<file path="config.mk">
export PLATFORM = sky130hd
export DESIGN_NAME = multitap_keypad_text_entry
export DESIGN_NICKNAME = d
export VERILOG_FILES = /design/src/design/mte_pkg.sv /design/src/design/multitap_keypad_text_entry.sv /design/src/design/mte_step.sv /design/src/design/mte_out_reg.sv
export SDC_FILE = /design/constraint.sdc
export NUM_CORES = 1
export LEC_CHECK = 0
export BUFFER_PORTS_ARGS = -buffer_cell sky130_fd_sc_hd__buf_4
export CAP_MARGIN = 20
export CORE_MARGIN = 5
export CORE_UTILIZATION = 54
export DETAILED_ROUTE_END_ITERATION = 12
export HOLD_SLACK_MARGIN = 0.03
export PLACE_DENSITY = 0.77
export SYNTH_ARGS = -nofsm -noshare
export SYNTH_HDL_FRONTEND = slang
export SYNTH_SLANG_ARGS = --single-unit
</file>
<file path="constraint.sdc">
create_clock -name clk_i -period 8.57 [get_ports clk_i]
set_clock_uncertainty 0.2 [all_clocks]
set_input_delay 0.857 -clock clk_i [delete_from_list [all_inputs] [get_ports clk_i]]
set_output_delay 0.857 -clock clk_i [all_outputs]
set_load 0.02 [all_outputs]
</file>
<file path="src/design/mte_pkg.sv">
`timescale 1ns / 1ps
// ----------------------------------------------------------------------------
// mte_pkg
// Types, codes and the letter table shared by the multi-tap text entry block.
// ----------------------------------------------------------------------------
package mte_pkg;

  // largest field the hardware supports; max_len above this is clipped
  localparam logic [5:0] MaxField   = 6'd32;
  localparam logic [5:0] MaxLenRst  = 6'd16;

  localparam logic [1:0] OpDigit    = 2'd0;
  localparam logic [1:0] OpBack     = 2'd1;
  localparam logic [1:0] OpToggle   = 2'd2;
  localparam logic [1:0] OpStart    = 2'd3;

  localparam logic [1:0] ModeNum    = 2'd0;
  localparam logic [1:0] ModeUpper  = 2'd1;
  localparam logic [1:0] ModeLower  = 2'd2;

  localparam logic [3:0] KeyMax     = 4'd9;
  localparam logic [7:0] CharZero   = 8'h30;
  localparam logic [7:0] CharSpace  = 8'h20;
  localparam logic [7:0] CharNone   = 8'h00;

  typedef struct packed {
    logic [1:0] op;
    logic [3:0] key;
    logic [1:0] start_mode;
  } in_item_t;

  typedef struct packed {
    logic       char_valid;
    logic [5:0] char_pos;
    logic [7:0] char_code;
    logic       blank_field;
    logic [1:0] entry_mode;
    logic       mode_changed;
    logic [5:0] text_length;
    logic       cursor_on;
    logic [4:0] cursor_pos;
  } out_item_t;

  typedef struct packed {
    logic [5:0] char_count;
    logic [5:0] text_len;
    logic [1:0] mode;
    logic       letter_pending;
    logic [3:0] last_key;
    logic [1:0] tap_index;
  } state_t;

  // three characters per key, tap index three reads as no character
  function automatic logic [7:0] letter_code(logic upper, logic [3:0] k, logic [1:0] t);
    logic [23:0] row;
    logic [7:0]  c;
    row = 24'h0;
    case (k)
      4'd0:    row = "-, ";
      4'd1:    row = upper ? "QZ." : "qz.";
      4'd2:    row = upper ? "ABC" : "abc";
      4'd3:    row = upper ? "DEF" : "def";
      4'd4:    row = upper ? "GHI" : "ghi";
      4'd5:    row = upper ? "JKL" : "jkl";
      4'd6:    row = upper ? "MNO" : "mno";
      4'd7:    row = upper ? "PRS" : "prs";
      4'd8:    row = upper ? "TUV" : "tuv";
      4'd9:    row = upper ? "WXY" : "wxy";
      default: row = 24'h0;
    endcase
    case (t)
      2'd0:    c = row[23:16];
      2'd1:    c = row[15:8];
      2'd2:    c = row[7:0];
      default: c = CharNone;
    endcase
    return c;
  endfunction

endpackage

</file>
<file path="src/design/multitap_keypad_text_entry.sv">
`timescale 1ns / 1ps
// a result word is registered and valid in the cycle after its event word is accepted
// throughput: one event per cycle unless a result waits with out_ready_i low, limited by the single result register
// in_ready_o drops only while a result waits and out_ready_i is low
// reset: text state cleared, numeric mode, max_len back to 16, no result held
// ----------------------------------------------------------------------------
// multitap_keypad_text_entry
// Multi-tap keypad text entry: digits, letters by repeated taps, backspace.
// ----------------------------------------------------------------------------
module multitap_keypad_text_entry (
  input  logic               clk_i,
  input  logic               rst_ni,
  input  logic               cfg_valid_i,
  output logic               cfg_ready_o,
  input  logic [5:0]         cfg_wdata_i,
  input  logic               in_valid_i,
  output logic               in_ready_o,
  input  mte_pkg::in_item_t  in_data_i,
  output logic               out_valid_o,
  input  logic               out_ready_i,
  output mte_pkg::out_item_t out_data_o
);
  import mte_pkg::*;

  state_t     state_q, state_d;
  logic [5:0] max_len_q;
  out_item_t  result;
  logic       space;
  logic       accept;

  assign cfg_ready_o = 1'b1;
  assign in_ready_o  = space;
  assign accept      = in_valid_i && space;

  mte_step u_step (
    .state_i   (state_q),
    .item_i    (in_data_i),
    .max_len_i (max_len_q),
    .state_o   (state_d),
    .result_o  (result)
  );

  mte_out_reg u_out (
    .clk_i       (clk_i),
    .rst_ni      (rst_ni),
    .load_i      (accept),
    .data_i      (result),
    .space_o     (space),
    .out_valid_o (out_valid_o),
    .out_ready_i (out_ready_i),
    .out_data_o  (out_data_o)
  );

  always_ff @(posedge clk_i or negedge rst_ni) begin
    if (!rst_ni) begin
      state_q   <= '0;
      max_len_q <= MaxLenRst;
    end else begin
      if (accept)      state_q   <= state_d;
      if (cfg_valid_i) max_len_q <= cfg_wdata_i;
    end
  end

endmodule

</file>
<file path="src/design/mte_step.sv">
`timescale 1ns / 1ps
// ----------------------------------------------------------------------------
// mte_step
// Next-state and result logic for one keypad event.
// ----------------------------------------------------------------------------
module mte_step (
  input  mte_pkg::state_t    state_i,
  input  mte_pkg::in_item_t  item_i,
  input  logic [5:0]         max_len_i,
  output mte_pkg::state_t    state_o,
  output mte_pkg::out_item_t result_o
);
  import mte_pkg::*;

  logic [5:0] lim;
  logic       upper;
  logic [1:0] tap_nxt;
  logic [7:0] code_rep;
  logic [7:0] code_rep0;
  logic [7:0] code_new;
  logic [1:0] mode_nxt;
  logic       con;
  state_t     s;
  out_item_t  r;

  assign lim       = (max_len_i > MaxField) ? MaxField : max_len_i;
  assign upper     = (state_i.mode == ModeUpper);
  assign tap_nxt   = state_i.tap_index + 2'd1;
  assign code_rep  = letter_code(upper, state_i.last_key, tap_nxt);
  assign code_rep0 = letter_code(upper, state_i.last_key, 2'd0);
  assign code_new  = letter_code(upper, item_i.key, 2'd0);

  always_comb begin
    case (state_i.mode)
      ModeNum:   mode_nxt = ModeUpper;
      ModeUpper: mode_nxt = ModeLower;
      ModeLower: mode_nxt = ModeNum;
      default:   mode_nxt = ModeUpper;
    endcase
  end

  always_comb begin
    s = state_i;
    r = '0;
    case (item_i.op)
      OpBack: begin
        if (state_i.text_len != 6'd0) begin
          s.char_count = state_i.text_len - 6'd1;
          r.char_valid = 1'b1;
          r.char_pos   = s.char_count;
          r.char_code  = CharSpace;
        end else begin
          s.char_count = 6'd0;
        end
        if (state_i.mode != ModeNum) begin
          s.letter_pending = 1'b0;
          s.tap_index      = 2'd0;
        end
        s.text_len = s.char_count;
      end
      OpToggle: begin
        if (state_i.mode != ModeNum && state_i.letter_pending &&
            state_i.char_count < lim) begin
          s.char_count = state_i.char_count + 6'd1;
        end
        if (s.char_count == 6'd0) begin
          r.blank_field = 1'b1;
          s.text_len    = 6'd0;
        end
        if (state_i.letter_pending) begin
          s.letter_pending = 1'b0;
          s.tap_index      = 2'd0;
        end else begin
          s.mode = mode_nxt;
          if (mode_nxt != ModeNum) s.tap_index = 2'd0;
          r.mode_changed = 1'b1;
        end
        if (s.text_len > s.char_count) s.text_len = s.char_count;
      end
      OpStart: begin
        case (item_i.start_mode)
          ModeNum:   s.mode = ModeNum;
          ModeUpper: s.mode = ModeUpper;
          default:   s.mode = ModeLower;
        endcase
        s.letter_pending = 1'b0;
        s.last_key       = 4'd0;
        s.tap_index      = 2'd0;
      end
      default: begin
        if (item_i.key <= KeyMax && state_i.char_count < lim) begin
          if (state_i.mode != ModeNum) begin
            if (!state_i.letter_pending) begin
              // first tap opens a pending letter at the cursor
              if (state_i.char_count == 6'd0) r.blank_field = 1'b1;
              s.letter_pending = 1'b1;
              s.last_key       = item_i.key;
              r.char_valid     = 1'b1;
              r.char_pos       = state_i.char_count;
              r.char_code      = letter_code(upper, item_i.key, state_i.tap_index);
              s.text_len       = state_i.char_count + 6'd1;
            end else if (item_i.key == state_i.last_key) begin
              // repeat tap cycles through the key's letters
              if (code_rep == CharNone) begin
                s.tap_index = 2'd0;
                r.char_code = code_rep0;
              end else begin
                s.tap_index = tap_nxt;
                r.char_code = code_rep;
              end
              r.char_valid = 1'b1;
              r.char_pos   = state_i.char_count;
              s.text_len   = state_i.char_count + 6'd1;
            end else begin
              // different key commits and starts a new letter if room
              s.char_count = state_i.char_count + 6'd1;
              if (s.text_len > s.char_count) s.text_len = s.char_count;
              if (s.char_count < lim) begin
                s.tap_index  = 2'd0;
                s.last_key   = item_i.key;
                r.char_valid = 1'b1;
                r.char_pos   = s.char_count;
                r.char_code  = code_new;
                s.text_len   = s.char_count + 6'd1;
              end
            end
          end else begin
            if (state_i.char_count == 6'd0) r.blank_field = 1'b1;
            r.char_valid = 1'b1;
            r.char_pos   = state_i.char_count;
            r.char_code  = CharZero + {4'd0, item_i.key};
            s.char_count = state_i.char_count + 6'd1;
            s.text_len   = s.char_count;
          end
        end
      end
    endcase
    r.entry_mode  = s.mode;
    r.text_length = s.text_len;
  end

  assign con = (s.char_count < lim);

  always_comb begin
    result_o            = r;
    result_o.cursor_on  = con;
    result_o.cursor_pos = con ? s.char_count[4:0] : 5'd0;
  end

  assign state_o = s;

endmodule

</file>
<file path="src/design/mte_out_reg.sv">
`timescale 1ns / 1ps
// ----------------------------------------------------------------------------
// mte_out_reg
// Result register with valid/ready; takes a new word while the old one drains.
// ----------------------------------------------------------------------------
module mte_out_reg (
  input  logic               clk_i,
  input  logic               rst_ni,
  input  logic               load_i,
  input  mte_pkg::out_item_t data_i,
  output logic               space_o,
  output logic               out_valid_o,
  input  logic               out_ready_i,
  output mte_pkg::out_item_t out_data_o
);
  import mte_pkg::*;

  logic      valid_q, valid_d;
  out_item_t data_q;

  assign space_o = !valid_q || out_ready_i;

  always_comb begin
    valid_d = valid_q;
    if (out_ready_i) valid_d = 1'b0;
    if (load_i)      valid_d = 1'b1;
  end

  always_ff @(posedge clk_i or negedge rst_ni) begin
    if (!rst_ni) begin
      valid_q <= 1'b0;
    end else begin
      valid_q <= valid_d;
    end
  end

  always_ff @(posedge clk_i) begin
    if (load_i) data_q <= data_i;
  end

  assign out_valid_o = valid_q;
  assign out_data_o  = data_q;

endmodule

</file>
==> impl_metrics.yaml <==
clock_network:
  root_buffer: "clkbuf_8"
  htreeDepth: 3
  cts_made_buffers: 9
  cts_hold_buf: 0
  clkSinkCount: 58
  post_cts_buffers: 0
  cts_buffer_depth: 2
  post_cts_resized: 0
  cts_tree: "done"
  cts.clk_slew.worst_paths_ps: 70
  clock_latency_ps: 350
route:
  postRouteAntennaNets: 0
  wl_per_cell_um: 21.3
  num_vias: 5819
  dr.pass1.iters: 5
  drt-initial-drc-count: 606
  viasPerCell: 6.69
  drc_errors: 0
  routed_wl_mm: 18.5
final_layout:
  antenna_cells: 0
  multi_input_area_sq_mm: 0.00382
  nets: 791
  final_cell_mix: "nand2_1 (66), nor2_1 (56), buf_4 (55), o21ai_0 (54), a21oi_1 (51)"
  seqCellArea_sq_mm: 0.00160
  drive_gt1_share_pct: 13.4
  final_common_cell: "nand2_1"
  area_growth_pct: 9.26
  layoutNonFillerInstCount: 870
  fillers: 907
setup_path:
  rrSetupSlack_ps: 3480
  r2r-end: "u_out.out_data_o[10]$_DFFE_PP_"
  cp.buffers_inverters: 1
  cpPeakStageDelay_ps: 530
  cp-end-kind: "flip-flop"
  r2r-start: "max_len_q[5]$_DFFE_PN0P_"
  crit_chain: "inv_1 > nand2_1 > ha_1 > a21o_1 > a2111oi_2 > nand2_1 > nor4_2 > nor2_1 > and2_1 > ha_1 > a21oi_1 > a21o_1 > a21o_1 > nand2_1 > o31ai_2 > a221oi_1 > o21ai_0"
  path_delay_family: "compound AO/OA/AOI/OAI gates"
  cp_slowest_cell: "a2111oi_2"
  crit_type: "reg -> reg"
  cp-start-kind: "flip-flop"
  reg2reg_depth: 17
  cp.arrival_ps: 5070
  worstPathRequired_ps: 8550
  cp_max_fo: 7
placed_design:
  io_buffers: 50
  hpwl_mm: 13.6
  place_congestion: 0.987
  dp_cells: 854
synth:
  synth.distinct_cells: 77
  async_flop_share_pct: 48.3
  seq_area_frac_synth_pct: 27.6
  ys.flop_type: "edfxtp_1"
  synth_top_cells_by_area: "edfxtp_1 (16%), dfrtp_1 (12%), ha_1 (9.3%), o21ai_0 (4.7%), a21oi_1 (4.4%)"
  yosysWarningCount: 0
  post_synth.cell_area_avg_sq_um: 8.03
  synth-edff-count: 30
  synth_nets: 784
  syn_inst: 722
  synth_top_area_share_pct: 15.5
  synth_largest_area_cell: "edfxtp_1"
  syn_area_sq_mm: 0.00580
  ys_ff_latch: 58
grt:
  grt_max_degree: 45
  grt_pass1_vias: 5461
  grt_antenna_before_repair: 0
  grt_pass1_wl_mm: 29.9
  globalRouteOverflowTotal: 0
  grt.total_usage_pct: 28.8
timing:
  rsz0062_at_grt: "false"
  min_period_ps: 5090
  fmaxAchievable_mhz: 196
  finalCritPeriodShare_pct: 59.4
  setup_violations: 0
  worst_pin_slew_ps: 1040
  fin_hold_ws_ps: 244
  report.final.hold_viol_count: 0
  max_slew_margin_pct: 30.0
  fin_setup_tns_ps: 0
  slew_violations: 0
die:
  die_x_um: 114
  num_rows: 37
  die_area_sq_mm: 0.0129
  core-area_sq_mm: 0.0104
  ioPinCount: 53
  chipHeight_um: 114
  initial_core_util_pct: 55.7
power:
  leakagePower_uw: 0.00248
  vdd_drop_max_v: 0.000183
  power_density_mw_per_mm2: 318
job:
  maxCapViolations: 0
run_status:
  outcome: "finished clean"
hold_path:
  hold_path.class: "in -> async"
-- routing by layer --
metal / share of wire (%) / global-route usage (%) / vias up
met2: 44 / 42.4 / 351
li1: - / - / 2704
met5: 0 / 0 / -
met1: 43 / 42.6 / 2728
met4: 2.1 / 7.29 / 0
met3: 11 / 6.47 / 36
-- kinds of logic (layout without fill, tap and decap cells) --
kind of cell    Yosys count  count (layout)  share of synthesized area [%]
simple gates            231             231                           19.5
fa+ha+maj                44              44                           9.45
compound gates          246             246                           29.5
buf+inv                  98             110                           6.65
mux                      18              18                           3.34
other cells               2               2                          0.130
flops                    58              58                           27.6
xor+xnor                 25              25                           3.78
-- worst max path at each step --
stage | start | to | slack [ps] | cells after the start
floorplan | max_len_q[5]$_DFFE_PN0P_ | u_out.out_data_o[10]$_DFFE_PP_ | 4320 | 17
global placement | max_len_q[5]$_DFFE_PN0P_ | state_q[14]$_DFFE_PN0P_ | 3630 | 17
detailed placement | max_len_q[5]$_DFFE_PN0P_ | state_q[14]$_DFFE_PN0P_ | 3600 | 17
CTS | max_len_q[5]$_DFFE_PN0P_ | state_q[14]$_DFFE_PN0P_ | 3560 | 17
global route | max_len_q[5]$_DFFE_PN0P_ | state_q[14]$_DFFE_PN0P_ | 3060 | 17
finish | max_len_q[5]$_DFFE_PN0P_ | u_out.out_data_o[10]$_DFFE_PP_ | 3480 | 17
-- report_power, final --
group | switching [uW] | leakage (uW) | total [uW] | internal, uW
Clock | 121 | 0.0000958 | 253 | 132
Combinational | 744 | 0.00175 | 1210 | 468
Sequential | 180 | 0.000635 | 549 | 369
Total | 1040 | 0.00248 | 2010 | 970
-- flip-flops by register name, summed over array words and instances (netlist names) --
signal	flops
max_len_q	6
u_out.out_valid_o	1
u_out.out_data_o	30
state_q	21
-- per-stage QoR --
stage | util (%) | total power (uW) | setup WS, ps | area (sq um)
after CTS | 60.8 | 1980 | 3560 | 6330
after global routing | 60.8 | 2170 | 3060 | 6330
after global placement | 59.0 | 1710 | 3630 | 6150
final | 60.8 | 2010 | 3480 | 6330
after floorplan | - | 1400 | 4320 | 5800
after detailed placement | 59.0 | 1720 | 3600 | 6150
-- cell usage after synthesis (9+ instances only) --
cell,count
a211oi_1,11
a21o_1,9
a21oi_1,51
clkbuf_1,46
dfrtp_1,27
edfxtp_1,30
ha_1,43
inv_1,36
mux2_2,11
nand2_1,66
nand2b_1,11
nand3_1,13
nor2_1,56
nor2b_1,15
nor3_1,24
o21ai_0,54
o22ai_1,14
xnor2_1,11
xor2_1,14
-- layout make-up --
| cell class | instances | share of cell area (%) |
|---|---|---|
| well taps | 136 | 2.69 |
| clock buffers | 10 | 2.01 |
| clock inverters | 6 | 0.909 |
| flip-flops and latches | 58 | 25.3 |
| inverters | 39 | 2.31 |
| multi-input cells | 566 | 60.3 |
| repair buffers | 55 | 6.52 |
-- worst register-to-register path, delay by kind of cell, from the launching register on --
kind	cells	cell delay (ps)
AO/OA/AOI/OAI	8	2030
adder cells (fa/ha/maj)	2	650
buffers and inverters	1	160
flip-flops	1	410
AND/OR/NAND/NOR	6	1490
Power figures use the tool's default switching activity.
